`config.mk`:
```
export PLATFORM = sky130hd
export DESIGN_NAME = charstring_decrypt_token_decoder_unit
export DESIGN_NICKNAME = d
export VERILOG_FILES = /design/src/rtl/ctd_pkg.sv /design/src/rtl/ctd_decode.sv /design/src/rtl/charstring_decrypt_token_decoder_unit.sv
export SDC_FILE = /design/constraint.sdc
export NUM_CORES = 1
export LEC_CHECK = 0
export BUFFER_PORTS_ARGS = -buffer_cell sky130_fd_sc_hd__buf_2
export CORE_MARGIN = 10
export CORE_UTILIZATION = 28
export CTS_CLUSTER_DIAMETER = 150
export DETAILED_ROUTE_END_ITERATION = 8
export PLACE_DENSITY_LB_ADDON = 0.2
export SYNTH_ARGS = -nofsm -noshare
export SYNTH_HDL_FRONTEND = slang
export SYNTH_SLANG_ARGS = --single-unit
```
`constraint.sdc`:
```
create_clock -name clk -period 11.64 [get_ports clk]
set_input_delay 2.328 -clock clk [delete_from_list [all_inputs] [get_ports clk]]
set_output_delay 2.328 -clock clk [all_outputs]
set_load 0.02 [all_outputs]
```
`src/rtl/ctd_pkg.sv`:
```
`default_nettype none
// ----------------------------------------------------------------------------
// Charstring decrypt and token decode package
// Shared constants, token kinds and the decoder state and result types.
// ----------------------------------------------------------------------------
package ctd_pkg;

  localparam logic [15:0] KEY_MUL    = 16'd52845;
  localparam logic [15:0] KEY_ADD    = 16'd22719;
  localparam logic [15:0] KEY_INIT   = 16'd4330;
  localparam logic [7:0]  ESC_MARK   = 8'd12;
  localparam logic [7:0]  ESC_COUNT  = 8'd51;
  localparam logic [7:0]  CMD_LIMIT  = 8'd32;
  localparam logic [31:0] SMALL_BIAS = 32'd139;
  localparam logic [31:0] TWO_BIAS   = 32'd108;
  localparam logic [7:0]  POS_LEAD   = 8'd247;
  localparam logic [7:0]  NEG_LEAD   = 8'd251;
  localparam logic [7:0]  LONG_LEAD  = 8'd255;
  localparam logic [8:0]  SKIP_RESET = 9'd4;

  localparam logic [2:0] KIND_CMD    = 3'd0;
  localparam logic [2:0] KIND_ESC    = 3'd1;
  localparam logic [2:0] KIND_NUM    = 3'd2;
  localparam logic [2:0] KIND_BADCMD = 3'd3;
  localparam logic [2:0] KIND_BADESC = 3'd4;
  localparam logic [2:0] KIND_TRUNC  = 3'd5;

  typedef struct packed {
    logic [15:0] cipher_key;
    logic [7:0]  skip_left;
    logic        escape_pending;
    logic [2:0]  bytes_pending;
    logic [7:0]  lead_code;
    logic [31:0] number_accumulator;
  } ctd_state_t;

  typedef struct packed {
    logic               valid;
    logic [2:0]         token_kind;
    logic [7:0]         op_code;
    logic signed [31:0] number_value;
    logic               end_of_string;
  } ctd_result_t;

endpackage
`default_nettype wire

```
`src/rtl/ctd_decode.sv`:
```
`default_nettype none
// ----------------------------------------------------------------------------
// Charstring byte decoder step
// Decrypts one byte with the running key, unless skip_count[8] turns decryption
// off, and advances the token decoder, giving the next state and at most one result.
// ----------------------------------------------------------------------------
module ctd_decode (
  input  wire logic [8:0]           skip_count,
  input  wire logic [7:0]           cipher_byte,
  input  wire logic                 first_byte,
  input  wire logic                 last_byte,
  input  wire ctd_pkg::ctd_state_t  state_cur,
  output ctd_pkg::ctd_state_t       state_nxt,
  output ctd_pkg::ctd_result_t      result
);
  import ctd_pkg::*;

  logic        decrypt_off;
  ctd_state_t  st0;
  logic [7:0]  plain;
  logic [15:0] key_sum;
  logic [15:0] key_prod;
  logic [7:0]  skip_dec;
  logic [2:0]  pend_dec;
  logic [31:0] acc_new;
  logic [31:0] two_mag;
  logic [7:0]  lead_off;

  assign decrypt_off = skip_count[8];

  always_comb begin
    st0 = state_cur;
    if (first_byte) begin
      st0.cipher_key         = KEY_INIT;
      st0.skip_left          = decrypt_off ? 8'd0 : skip_count[7:0];
      st0.escape_pending     = 1'b0;
      st0.bytes_pending      = 3'd0;
      st0.lead_code          = 8'd0;
      st0.number_accumulator = 32'd0;
    end
  end

  assign key_sum  = {8'd0, cipher_byte} + st0.cipher_key;
  assign key_prod = key_sum * KEY_MUL + KEY_ADD;
  assign plain    = decrypt_off ? cipher_byte : (cipher_byte ^ st0.cipher_key[15:8]);
  assign skip_dec = st0.skip_left - 8'd1;
  assign pend_dec = st0.bytes_pending - 3'd1;
  assign acc_new  = {st0.number_accumulator[23:0], plain};
  assign lead_off = (st0.lead_code < NEG_LEAD) ? (st0.lead_code - POS_LEAD)
                                               : (st0.lead_code - NEG_LEAD);
  assign two_mag  = TWO_BIAS + {16'd0, lead_off, 8'd0} + {24'd0, acc_new[7:0]};

  always_comb begin
    state_nxt = st0;
    state_nxt.cipher_key = decrypt_off ? st0.cipher_key : key_prod;
    result.valid         = 1'b0;
    result.token_kind    = KIND_CMD;
    result.op_code       = 8'd0;
    result.number_value  = 32'sd0;
    result.end_of_string = last_byte;

    if (st0.skip_left != 8'd0) begin
      state_nxt.skip_left = skip_dec;
      if (last_byte && (skip_dec != 8'd0)) begin
        result.valid      = 1'b1;
        result.token_kind = KIND_TRUNC;
      end
    end else if (st0.escape_pending) begin
      state_nxt.escape_pending = 1'b0;
      result.valid      = 1'b1;
      result.token_kind = (plain < ESC_COUNT) ? KIND_ESC : KIND_BADESC;
      result.op_code    = plain;
    end else if (st0.bytes_pending != 3'd0) begin
      state_nxt.number_accumulator = acc_new;
      state_nxt.bytes_pending      = pend_dec;
      if (pend_dec != 3'd0) begin
        if (last_byte) begin
          state_nxt.bytes_pending      = 3'd0;
          state_nxt.lead_code          = 8'd0;
          state_nxt.number_accumulator = 32'd0;
          result.valid      = 1'b1;
          result.token_kind = KIND_TRUNC;
          result.op_code    = st0.lead_code;
        end
      end else begin
        state_nxt.lead_code          = 8'd0;
        state_nxt.number_accumulator = 32'd0;
        result.valid      = 1'b1;
        result.token_kind = KIND_NUM;
        if (st0.lead_code < NEG_LEAD) begin
          result.number_value = two_mag;
        end else if (st0.lead_code < LONG_LEAD) begin
          result.number_value = 32'd0 - two_mag;
        end else begin
          result.number_value = acc_new;
        end
      end
    end else if (plain == ESC_MARK) begin
      if (last_byte) begin
        result.valid      = 1'b1;
        result.token_kind = KIND_TRUNC;
        result.op_code    = ESC_MARK;
      end else begin
        state_nxt.escape_pending = 1'b1;
      end
    end else if (plain < CMD_LIMIT) begin
      result.valid      = 1'b1;
      result.token_kind = (plain == 8'd0) ? KIND_BADCMD : KIND_CMD;
      result.op_code    = plain;
    end else if (plain < POS_LEAD) begin
      result.valid        = 1'b1;
      result.token_kind   = KIND_NUM;
      result.number_value = {24'd0, plain} - SMALL_BIAS;
    end else if (last_byte) begin
      result.valid      = 1'b1;
      result.token_kind = KIND_TRUNC;
      result.op_code    = plain;
    end else begin
      state_nxt.lead_code          = plain;
      state_nxt.number_accumulator = 32'd0;
      state_nxt.bytes_pending      = (plain == LONG_LEAD) ? 3'd4 : 3'd1;
    end
  end

endmodule
`default_nettype wire

```
`src/rtl/charstring_decrypt_token_decoder_unit.sv`:
```
`default_nettype none
// ----------------------------------------------------------------------------
// Charstring decrypt and token decoder unit
// A byte is held in the input register and its result then in the result register.
// Throughput: one byte per cycle unless out_ready stalls; the key update and
// token decode of a byte are one pass of logic between the input and result registers.
// Reset: synchronous, active low; key 4330, skip count 4, decoder cleared.
// ----------------------------------------------------------------------------
module charstring_decrypt_token_decoder_unit (
  input  wire logic               clk,
  input  wire logic               rst_n,
  input  wire logic               in_valid,
  output      logic               in_ready,
  input  wire logic [7:0]         in_cipher_byte,
  input  wire logic               in_first_byte,
  input  wire logic               in_last_byte,
  output      logic               out_valid,
  input  wire logic               out_ready,
  output      logic [2:0]         out_token_kind,
  output      logic [7:0]         out_op_code,
  output      logic signed [31:0] out_number_value,
  output      logic               out_end_of_string,
  input  wire logic               cfg_valid,
  output      logic               cfg_ready,
  input  wire logic signed [8:0]  cfg_skip_count
);
  import ctd_pkg::*;

  logic [8:0]  skip_count_r;
  logic        s1_valid_r;
  logic [7:0]  s1_byte_r;
  logic        s1_first_r;
  logic        s1_last_r;
  ctd_state_t  state_r;
  ctd_state_t  state_nxt;
  ctd_result_t res;
  logic        out_valid_r;
  logic [2:0]  out_kind_r;
  logic [7:0]  out_op_r;
  logic [31:0] out_value_r;
  logic        out_eos_r;
  logic        out_free;
  logic        s1_fire;

  assign out_free  = !out_valid_r || out_ready;
  assign s1_fire   = s1_valid_r && out_free;
  assign in_ready  = !s1_valid_r || out_free;
  assign cfg_ready = 1'b1;

  ctd_decode u_decode (
    .skip_count  (skip_count_r),
    .cipher_byte (s1_byte_r),
    .first_byte  (s1_first_r),
    .last_byte   (s1_last_r),
    .state_cur   (state_r),
    .state_nxt   (state_nxt),
    .result      (res)
  );

  always_ff @(posedge clk) begin
    if (!rst_n) begin
      skip_count_r <= SKIP_RESET;
    end else if (cfg_valid && cfg_ready) begin
      skip_count_r <= cfg_skip_count;
    end
  end

  always_ff @(posedge clk) begin
    if (!rst_n) begin
      s1_valid_r <= 1'b0;
    end else if (in_ready) begin
      s1_valid_r <= in_valid;
    end
  end

  always_ff @(posedge clk) begin
    if (in_valid && in_ready) begin
      s1_byte_r  <= in_cipher_byte;
      s1_first_r <= in_first_byte;
      s1_last_r  <= in_last_byte;
    end
  end

  always_ff @(posedge clk) begin
    if (!rst_n) begin
      state_r.cipher_key         <= KEY_INIT;
      state_r.skip_left          <= 8'd0;
      state_r.escape_pending     <= 1'b0;
      state_r.bytes_pending      <= 3'd0;
      state_r.lead_code          <= 8'd0;
      state_r.number_accumulator <= 32'd0;
    end else if (s1_fire) begin
      state_r <= state_nxt;
    end
  end

  always_ff @(posedge clk) begin
    if (!rst_n) begin
      out_valid_r <= 1'b0;
    end else if (out_free) begin
      out_valid_r <= s1_fire && res.valid;
    end
  end

  always_ff @(posedge clk) begin
    if (s1_fire && out_free) begin
      out_kind_r  <= res.token_kind;
      out_op_r    <= res.op_code;
      out_value_r <= res.number_value;
      out_eos_r   <= res.end_of_string;
    end
  end

  assign out_valid         = out_valid_r;
  assign out_token_kind    = out_kind_r;
  assign out_op_code       = out_op_r;
  assign out_number_value  = out_value_r;
  assign out_end_of_string = out_eos_r;

endmodule
`default_nettype wire
```
# [Yosys cells after proc, flatten, opt, wreduce, memory -nomap -nowiden]
# Index checks and enable logic that the tools add are counted.
[classes] eq_ne=2 multipliers=1 reduce_logical=15 mux=46 n_bitwise=1 addsub=10 order_cmp=5
[op_table] operator="$mux 43" n=7
[op_table] operator="$mux 32" n=6
[op_table] operator="$mux 12" n=10
[op_table] operator="$mux 44" n=2
[op_table] operator="$mux 68" n=1
[op_table] operator="$mux 8" n=6
[op_table] operator="$mux 40" n=1
[op_table] operator="$add 32x8->32" n=1
[op_table] operator="$sub 1x32->32 const A" n=1
[op_table] operator="$lt 8x8->1 const B" n=3
[op_table] operator="$add 7x16->17 const A" n=1
[op_table] operator="$add 16x15->16 const B" n=1
[op_table] operator="$add 8x16->16" n=1
[op_table] operator="$lt 8x6->1 const B" n=2
[op_table] operator="$mul 16x15->16 const B" n=1
[op_table] operator="$mux 16" n=1
[op_table] operator="$mux 4" n=4
[op_table] operator="$reduce_bool 8->1" n=2
[op_table] operator="$sub 8x8->8 const B" n=2
[op_table] operator="$mux 3" n=3
[op_table] operator="$sub 8x8->9 const B" n=1
[op_table] operator="$eq 8x4->1 const B" n=1
[op_table] operator="$eq 8x8->1 const B" n=1
[op_table] operator="$logic_not 8->1" n=1
[op_table] operator="other kinds (10)" n=20
[totals] register_bits=133

# [Logic depth before layout (Yosys ltp)]
# Gate-level depths: netlist of the first run.
[logic_depth] depth_word=14 depth_mapped=37

# [Cells and area by module]
# Synthesis of the first run repeated with hierarchy kept, for this count alone.
[unflattened] hier_cells=1330 hier_area_um2=11612.4
[by_module_without_submodules] module="ctd_decode" area_per_inst_um2=6765.2 seq_area_each_um2=0.0 cells_each=938 instances=1
[by_module_without_submodules] module="charstring_decrypt_token_decoder_unit" area_per_inst_um2=4847.1 seq_area_each_um2=3203.1 cells_each=392 instances=1

# [Worst setup path after synthesis of the first run]
# No wires, ideal clock.
[synth_timing] kind="register -> register" from="register s1_first_r" to="register state_r[67] (netlist bit)" synth_period_minus_slack_ns=8.118 setup_time_ns=0.122 slack_ns=3.522 n_path_buf=7 stages_incl_launch_ff=34 t_arrival_ns=7.996 path_cell_list="edfxtp_1 > buf_6 > buf_2 > buf_2 > buf_2 > buf_1 > clkbuf_1 > clkbuf_1 > nor2b_1 > ha_1 > fa_1 > a21oi_1 > o2111ai_1 > a21o_1 > a21oi_1 > nand4b_1 > mux2i_1 > ha_1 > inv_1 > fa_1 > fa_1 > fa_1 > fa_1 > inv_1 > fa_1 > xnor2_1 > xnor2_1 > xnor2_1 > xnor3_1 > xnor2_1 > xnor2_1 > xnor2_1 > xnor2_1 > o21ai_0"
[synth_via] elab_chain_cells=5
[synth_lines] item="start, declared" line_no="charstring_decrypt_token_decoder_unit.sv:32" source="logic s1_first_r;"
[synth_lines] item="start signal, assigned" line_no="charstring_decrypt_token_decoder_unit.sv:79" source="s1_first_r <= in_first_byte;"
[synth_lines] item="$mux 68 *" line_no="ctd_decode.sv:33" source="if (first_byte) begin"
[synth_lines] item="$add 8x16->16" line_no="ctd_decode.sv:43" source="assign key_sum = {8'd0, cipher_byte} + st0.cipher_key;"
[synth_lines] item="$mul 16x15->16" line_no="ctd_decode.sv:44" source="assign key_prod = key_sum * KEY_MUL + KEY_ADD;"
[synth_lines] item="$add 16x15->16" line_no="ctd_decode.sv:44"
[synth_lines] item="$mux 16 *" line_no="ctd_decode.sv:55" source="state_nxt.cipher_key = decrypt_off ? st0.cipher_key : key_prod;"
[synth_lines] item="end signal, assigned" line_no="charstring_decrypt_token_decoder_unit.sv:93" source="state_r <= state_nxt;"
[synth_lines] item="end, declared" line_no="charstring_decrypt_token_decoder_unit.sv:34" source="ctd_state_t state_r;"
# Mark *: on every way between the ends. The rest lies on a longest branch, timed or not.
# A chain may end at the register's enable or synchronous reset.

# [Final worst setup path of the first run]
# Same ends and word-level chain as after synthesis.

==> results.json, run 1 <==
{
  "status": "finished clean",
  "hold_path_class": "flop to flop",
  "grtUsageTotal": 0.139,
  "drtAntennaViolNets": 0,
  "coreArea_um2": 36600,
  "vias": 8484,
  "fmax_mhz": 134,
  "grt_use_met2": 0.232,
  "grt_pass1_wl_um": 49100,
  "wl_um": 31100,
  "synth_top_area_cell": "edfxtp_1",
  "cts_setup_buffers": 0,
  "holdPathStages": 2,
  "fillers": 3899,
  "post-route-cell-area_um2": 11800,
  "worstPathMaxFanout": 66,
  "cp.depth": 26,
  "critPathLaunchType": "flop",
  "crit_top_cell": "xnor2_1",
  "tns_ps": 0,
  "synth-compound-area-share": 0.193,
  "gp_congestion": 0.864,
  "rsz0062_at_grt": "no",
  "grt_start_max_net_pins": 78,
  "critPathRequiredTime_ps": 11960,
  "min_period_ps": 7490,
  "fp.dieArea_um2": 45200,
  "synth_top_family_by_area": "compound AO/OA/AOI/OAI gates",
  "dieHeight_um": 213,
  "finalSetupViolations": 0,
  "avgRoutedWirePerCell_um": 18.4,
  "dpl_cell_area_um2": 11200,
  "synthArstFlopShare": 0,
  "post-route-util": 0.322,
  "first_iter_violations": 479,
  "hpwl_um": 23700,
  "clk_latency_ps": 440,
  "ys_ff_latch": 125,
  "cts-resized-gates": 0,
  "yosysUniqueCellTypes": 77,
  "slew_viol_final": 0,
  "nNetsFinal": 1367,
  "grt_pass1_vias": 8618,
  "grt_busiest_layer": "met2",
  "clock_skew_ps": 22.4,
  "antenna_found_initial": 0,
  "end_kind": "flop",
  "use_met1": 0.182,
  "drv_cap": 0,
  "rows": 70,
  "fin_crit_sh": 0.643,
  "slowest_stage": "buf_4",
  "die_w_um": 213,
  "vias_per_cell": 5.01,
  "syn-mean-instance-area_um2": 8.91,
  "slew_headroom": 0.363,
  "grt_use_met3": 0.0244,
  "io-pin-count": 71,
  "clock-sinks": 125,
  "synth-xor-area-share": 0.0699,
  "start_util": 0.283,
  "antenna_cells": 0,
  "drive_gt1_frac": 0.122,
  "clockBufferDepth": 2,
  "yosysSeqAreaShare": 0.293,
  "synth_cells": 1164,
  "worstMarginPinSlew_ps": 949,
  "muxShareOfSynthArea": 0.0184,
  "path_clk_slew_ps": 80,
  "cts_tree": "yes",
  "syn_nets": 1318,
  "synth-main-ff-cell": "dfxtp_1",
  "drtPass1Iterations": 5,
  "synth-edff-count": 54,
  "ys.warnings.count": 0,
  "final-hold-violation-count": 0,
  "ff2ff_path_depth": 26,
  "synthSimpleGateAreaFrac": 0.174,
  "syn_to_final_growth_pct": 13.7,
  "worstSetupPathType": "flop to flop",
  "route.detailed.drc": 0,
  "hold_buffers": 0,
  "clock-root-buffer": "clkbuf_16",
  "overflow": 0,
  "io_buffer_count": 69,
  "path_buf_inv": 3,
  "crit_family": "adder cells",
  "htreeDepth": 4,
  "synthTopCellsByArea": "edfxtp_1 16%, dfxtp_1 14%, ha_1 10%",
  "synthAdderAreaFrac": 0.189,
  "cts_buffers": 17,
  "synth_area_um2": 10400,
  "slowest_delay_ps": 580,
  "worstPathArrival_ps": 7800,
  "synth_top_area_share": 0.156
}
## area by class of cell
type / count / area, um^2 / share of cell area
repair buffers: 86 / 473 / 0.0401
clock buffers: 17 / 425 / 0.0361
multi-input cells: 874 / 6690 / 0.567
inverters: 109 / 409 / 0.0347
flip-flops and latches: 125 / 3040 / 0.258
clock inverters: 15 / 168 / 0.0142
well taps: 468 / 586 / 0.0497
## cell usage in the layout, fill, tap and decap left out, types with 12 or more instances in the layout
cell / synthesis / final
a21oi_1: 69 / 69
a22oi_1: 38 / 38
buf_2: 11 / 69
buf_4: 1 / 17
clkbuf_16: 0 / 17
dfxtp_1: 71 / 71
edfxtp_1: 54 / 54
fa_1: 43 / 43
ha_1: 87 / 87
inv_1: 109 / 108
mux2i_1: 18 / 18
nand2_1: 87 / 87
nand3_1: 26 / 26
nor2_1: 63 / 63
nor2b_1: 64 / 64
nor3_1: 23 / 23
o21ai_0: 57 / 55
o22ai_1: 19 / 19
or2_2: 12 / 12
xnor2_1: 49 / 49
xor2_1: 25 / 25
## cells by family after synthesis
group	after synthesis
AOI/OAI and AO/OA	298
xor gates and xnor gates	78
adders and majority gates	131
buffers and inverters	165
DFF	125
muxes	19
other	1
and+or+nand+nor	347
## cells in the mapped netlist (26+ instances only)
cell      number
a21oi_1       69
a22oi_1       38
clkbuf_1      41
dfxtp_1       71
edfxtp_1      54
fa_1          43
ha_1          87
inv_1        109
nand2_1       87
nand3_1       26
nor2_1        63
nor2b_1       64
o21ai_0       57
xnor2_1       49
## worst register-to-register path: cells and delay by family (launching register included)
family / cells / cell delay [ps]
DFF: 1 / 410
and+or+nand+nor: 3 / 430
buffers and inverters: 3 / 710
muxes: 1 / 410
adders and majority gates: 7 / 3090
AOI/OAI and AO/OA: 4 / 770
xor gates and xnor gates: 8 / 1540
## final timing paths
path	start	end	slack, ps
hold / removal	state_r[45]	state_r[45]	460
setup reg to reg	s1_first_r	state_r[67]	4150
setup / recovery	s1_first_r	state_r[67]	4150
hold reg to reg	state_r[45]	state_r[45]	460
## registers in the layout, indices dropped and copies added (netlist names)
name,count
s1_first_r,1
s1_valid_r,1
skip_count_r,9
state_r,60
s1_byte_r,8
out_number_value,32
s1_last_r,1
out_valid,1
out_token_kind,3
out_end_of_string,1
out_op_code,8
## layer usage
| metal | up-vias | part of all wire |
|---|---|---|
| met3 | 23 | 0.047 |
| met4 | 0 | 0.013 |
| met5 | - | 0 |
| li1 | 4215 | - |
| met1 | 4063 | 0.47 |
| met2 | 183 | 0.47 |
## through the flow
stage / hold slack, ps / std cells / setup slack [ps]
2_1_floorplan: 436 / 1164 / 3520
3_3_place_gp: 450 / 1662 / 4350
3_5_place_dp: 463 / 1662 / 4140
4_1_cts: 472 / 1694 / 4120
5_1_grt: 520 / 1694 / 3660
6_report: 463 / 1694 / 4150
Power of run 1 is not shown: default switching activity piles up to over one toggle a cycle in this logic, so the estimate is an artifact.
==> run 2, diff against run 1 <==
Settings changed: ABC_AREA set to 1.
Clock period 11.64 ns to 7 ns, I/O delays scaled along.
==> run 2 against run 1 <==
Against the previous run: utilization increased by 0.070 points; synthesized area up 10%; register-to-register slack got worse by 3700 ps; critical endpoint unchanged; clock-buffer cell count grew 1; global-route usage grew 0.41 points.
==> results.json, run 2 <==
{
  "syn_to_final_growth_pct": 13.1,
  "fp.dieArea_um2": 49300,
  "placedCellCount": 2136,
  "most-common-layout-cells": "281 x nand2_1, 249 x inv_1, 190 x a21oi_1, 109 x o21ai_0, 108 x nor2_1",
  "wl_um": 36100,
  "worstPathArrival_ps": 6840,
  "hpwl_um": 27200,
  "ys_ff_latch": 125,
  "antenna_found_initial": 0,
  "synth_area_um2": 11400,
  "end_kind": "flop",
  "wl_met1_um": 18300,
  "tns_ps": 0,
  "start_util": 0.285,
  "io-pin-count": 71,
  "crit_top_cell": "inv_1",
  "clock_skew_ps": 14.0,
  "wl_met2_um": 15900,
  "finalSetupViolations": 0,
  "stdcell_count": 2170,
  "vias": 10700,
  "path_clk_slew_ps": 70,
  "worstPathMaxFanout": 7,
  "fmax_mhz": 153,
  "synth_top_area_cell": "edfxtp_1",
  "yosysUniqueCellTypes": 55,
  "slowest_stage": "fa_1",
  "cts_tree": "yes",
  "synth.most_common_cell": "nand2_1",
  "avgRoutedWirePerCell_um": 16.6,
  "grt_start_max_net_pins": 78,
  "antenna_cells": 0,
  "synthArstFlopShare": 0,
  "final-hold-violation-count": 0,
  "ff2ff_path_depth": 32,
  "synth_cells": 1592,
  "rows": 73,
  "htreeDepth": 4,
  "gp_congestion": 0.901,
  "hold-path-endpoint": "skip_count_r[6]",
  "drtPass1Iterations": 7,
  "grt_pass1_vias": 10100,
  "r2r_slack_ps": 440,
  "die_w_um": 222,
  "overflow": 0,
  "syn-mean-instance-area_um2": 7.19,
  "critPathLaunchType": "flop",
  "worstHoldStart": "skip_count_r[6]",
  "synthTopCellsByArea": "edfxtp_1 14%, dfxtp_1 12%, ha_1 9.5%",
  "yosysSeqAreaShare": 0.266,
  "r2r_end": "state_r[67]",
  "multi_input_area_um2": 7120,
  "worstSetupPathType": "flop to flop",
  "register_area_um2": 3040,
  "dieHeight_um": 222,
  "clockBufferDepth": 2,
  "worstMarginPinSlew_ps": 1050,
  "slew_viol_final": 0,
  "route.detailed.drc": 0,
  "vias_per_cell": 4.92,
  "drtAntennaViolNets": 0,
  "slowest_delay_ps": 530,
  "syn_nets": 1746,
  "fillers": 4298,
  "clk_latency_ps": 440,
  "fin_crit_sh": 0.936,
  "hold_buffers": 0,
  "wl_met3_um": 1550,
  "critPathRequiredTime_ps": 7290,
  "routed.top_layer": "met4",
  "coreArea_um2": 40100,
  "largest_reg_flops": 60,
  "synth-edff-count": 54,
  "grtUsageTotal": 0.143,
  "clock-sinks": 125,
  "grt_pass1_wl_um": 57600,
  "synth_common_cells": "283 x nand2_1, 250 x inv_1, 190 x a21oi_1, 109 x o21ai_0, 108 x nor2_1",
  "hold_ws_ps": 463,
  "min_period_ps": 6560,
  "slew_headroom": 0.302,
  "r2r_start": "s1_first_r",
  "final_common_cell": "nand2_1",
  "nNetsFinal": 1786,
  "ys.warnings.count": 0,
  "drv_cap": 0,
  "synth-main-ff-cell": "dfxtp_1",
  "status": "finished clean",
  "crit_path_start": "s1_first_r",
  "holdPathStages": 2,
  "drive_gt1_frac": 0.122,
  "cts_buffers": 17,
  "clock-root-buffer": "clkbuf_16",
  "first_iter_violations": 759,
  "synth_top_area_share": 0.142,
  "io_buffer_count": 69,
  "top_register": "state_r",
  "hold_path_class": "flop to flop"
}
-- run 2: changes by cell type in the layout (fill, tap and decap cells not counted), sizes merged, moves of 60 or more --
cell / delta
inv: +149
nor2b: -64
nand3: +61
a21oi: +125
nand2: +217
o21ai: +60
nor2: +63
-- run 2: how the worst max path moves through the flow --
| stage | slack (ps) | cells after the start | to |
|---|---|---|---|
| final | 440 | 32 | state_r[67] |
| after global placement | 380 | 30 | state_r[67] |
| after global routing | -4 | 32 | state_r[67] |
| after CTS | 260 | 30 | state_r[67] |
| after floorplan | 270 | 34 | state_r[67] |
| after detailed placement | 250 | 30 | state_r[67] |
-- run 2: kinds of logic after synthesis --
group | after synthesis | synth area share
XOR/XNOR | 36 | 0.0289
buffers and inverters | 335 | 0.115
AO/OA/AOI/OAI | 405 | 0.202
other | 1 | 0.000328
AND/OR/NAND/NOR | 560 | 0.217
flip-flops | 125 | 0.266
adder cells (fa/ha/maj) | 130 | 0.170
-- run 2: critical path: cells and delay by family (launching register included) --
kind	cells	cell delay, ps
AOI/OAI and AO/OA	4	620
xor gates and xnor gates	1	200
adders and majority gates	8	3440
buffers and inverters	8	430
DFF	1	500
and+or+nand+nor	11	1240
-- run 2: cell type report --
type / count / area share
multi-input cells: 1132 / 0.550
repair buffers: 87 / 0.0371
flip-flops and latches: 125 / 0.235
clock buffers: 18 / 0.0339
clock inverters: 14 / 0.0147
inverters: 269 / 0.0782
well taps: 525 / 0.0507
-- run 2: what timing repair did --
| item | 4_1_cts | 5_1_grt |
|---|---|---|
| gates resized for setup | 0 | 6 |
| setup buffers | 0 | 2 |
| endpoints found under the setup margin | 0 | 4 |
-- run 2: layer usage --
metal | vias up | track usage
met5 | - | 0
met4 | 0 | 0.0295
met3 | 27 | 0.0232
met2 | 262 | 0.219
met1 | 5015 | 0.205
li1 | 5366 | -
-- run 2: stage by stage --
step / setup slack, ps / util / instance area (um^2)
2_1_floorplan: 275 / - / 11400
3_3_place_gp: 380 / 0.306 / 12300
3_5_place_dp: 250 / 0.306 / 12300
4_1_cts: 260 / 0.321 / 12900
5_1_grt: -3.82 / 0.323 / 12900
6_report: 445 / 0.323 / 12900
Power of run 2 is left out for the same reason.
==> run 3, diff against run 2 <==
Settings changed: PLACE_DENSITY_LB_ADDON 0.2 to 0.05.
==> run 3 against run 2 <==
Against the previous run: first-iteration DRC count is 24% lower; final cell count is 0.41% higher; sequential share of layout area fell by 0.19 points; global-route usage is 1.2 points higher; routed wire length is 8.8% higher; fmax decreased by 1.1%; critical path depth decreased by 2; critical endpoint unchanged.
==> results.json, run 3 (same netlist as run 2, synthesis figures left out) <==
{
  "cts_buffers": 17,
  "hold_path_class": "flop to flop",
  "fin_crit_sh": 0.947,
  "drtPass1Iterations": 5,
  "wl_um": 39300,
  "clock-sinks": 125,
  "slew_viol_final": 0,
  "fmax_mhz": 151,
  "wl_met1_um": 21000,
  "dieHeight_um": 222,
  "status": "finished clean",
  "final-hold-violation-count": 0,
  "largest_reg_flops": 60,
  "routed.top_layer": "met4",
  "top_register": "state_r",
  "nNetsFinal": 1795,
  "drive_gt1_frac": 0.132,
  "gp_congestion": 0.849,
  "clk_latency_ps": 440,
  "r2r_slack_ps": 370,
  "overflow": 0,
  "critPathRequiredTime_ps": 7280,
  "post-route-util": 0.325,
  "wl_met3_um": 1450,
  "crit_end": "state_r[67]",
  "grt_start_max_net_pins": 88,
  "critPathLaunchType": "flop",
  "crit_path_start": "s1_first_r",
  "vias": 10600,
  "finalSetupViolations": 0,
  "r2r_end": "state_r[67]",
  "grt_pass1_vias": 10400,
  "hpwl_um": 29800,
  "slowest_delay_ps": 550,
  "antenna_found_initial": 0,
  "route.detailed.drc": 0,
  "worstMarginPinSlew_ps": 1050,
  "path_clk_slew_ps": 70,
  "worstPathArrival_ps": 6910,
  "clockBufferDepth": 2,
  "slew_headroom": 0.295,
  "hold_buffers": 0,
  "drv_cap": 0,
  "fp.dieArea_um2": 49300,
  "drtAntennaViolNets": 0,
  "most-common-layout-cells": "279 x nand2_1, 249 x inv_1, 188 x a21oi_1, 108 x nor2_1, 107 x o21ai_0",
  "ff2ff_path_depth": 30,
  "grtUsageTotal": 0.156,
  "r2r_start": "s1_first_r",
  "die_w_um": 222,
  "syn_to_final_growth_pct": 14.0,
  "cts_tree": "yes",
  "htreeDepth": 4,
  "end_kind": "flop",
  "vias_per_cell": 4.85,
  "avgRoutedWirePerCell_um": 18.0,
  "clock_skew_ps": 9.20,
  "worstSetupPathType": "flop to flop",
  "wl_met2_um": 16500,
  "fillers": 4357,
  "antenna_cells": 0,
  "coreArea_um2": 40100,
  "first_iter_violations": 574,
  "slowest_stage": "fa_1",
  "worstPathMaxFanout": 7,
  "min_period_ps": 6630,
  "final_common_cell": "nand2_1",
  "io_buffer_count": 69,
  "start_util": 0.285,
  "io-pin-count": 71,
  "grt_pass1_wl_um": 61400,
  "clock-root-buffer": "clkbuf_16",
  "rows": 73
}
## run 3: changes by cell type in the layout (fill, tap and decap cells not counted), sizes merged
| cell | previous run | this run |
|---|---|---|
| clkinvlp | 3 | 4 |
| buf | 87 | 96 |
| bufinv | 4 | 2 |
| clkinv | 8 | 4 |
| clkbuf | 18 | 17 |
| inv | 268 | 274 |
## run 3: critical path: cells and delay by family (launching register included)
family,cells,cell delay (ps)
buf+inv,6,420
xor+xnor,1,140
flops,1,510
simple gates,10,1180
compound gates,5,710
fa+ha+maj,8,3490
## run 3: repair_timing
action                     CTS  global route
gates resized for setup      0            18
setup buffers                0             6
setup endpoints to repair    0             4
## run 3: area by class of cell
cell class / count / area [um^2] / area share
repair buffers: 96 / 548 / 0.0420
clock buffers: 17 / 425 / 0.0326
multi-input cells: 1132 / 7190 / 0.551
inverters: 269 / 1010 / 0.0776
flip-flops and latches: 125 / 3040 / 0.233
clock inverters: 15 / 176 / 0.0135
well taps: 525 / 657 / 0.0503
## run 3: worst min-delay path by stage
stage | end | start | cells past startpoint | slack, ps
2_1_floorplan | out_end_of_string | s1_last_r | 0 | 420
3_3_place_gp | state_r[1] | state_r[1] | 2 | 450
3_5_place_dp | state_r[4] | state_r[4] | 2 | 450
4_1_cts | state_r[0] | state_r[0] | 2 | 460
5_1_grt | state_r[40] | state_r[40] | 2 | 490
6_report | state_r[1] | state_r[1] | 2 | 460
## run 3: metal layers
layer	vias up	GRT usage
met3	15	0.0241
li1	5376	-
met2	182	0.228
met1	4991	0.234
met4	0	0.0280
met5	-	0
## run 3: per-stage QoR
stage               cells  worst slack, ps  area [um^2]  setup TNS (ps)  hold slack [ps]
CTS                  2173             84.8        12900               0              465
detailed placement   2141             79.5        12300               0              454
global route         2179            -9.70        13000           -9.70              486
floorplan            1592              275        11400               0              424
global placement     2141              271        12300               0              448
finish               2179              369        13000               0              465
Power of run 3 is left out for the same reason.
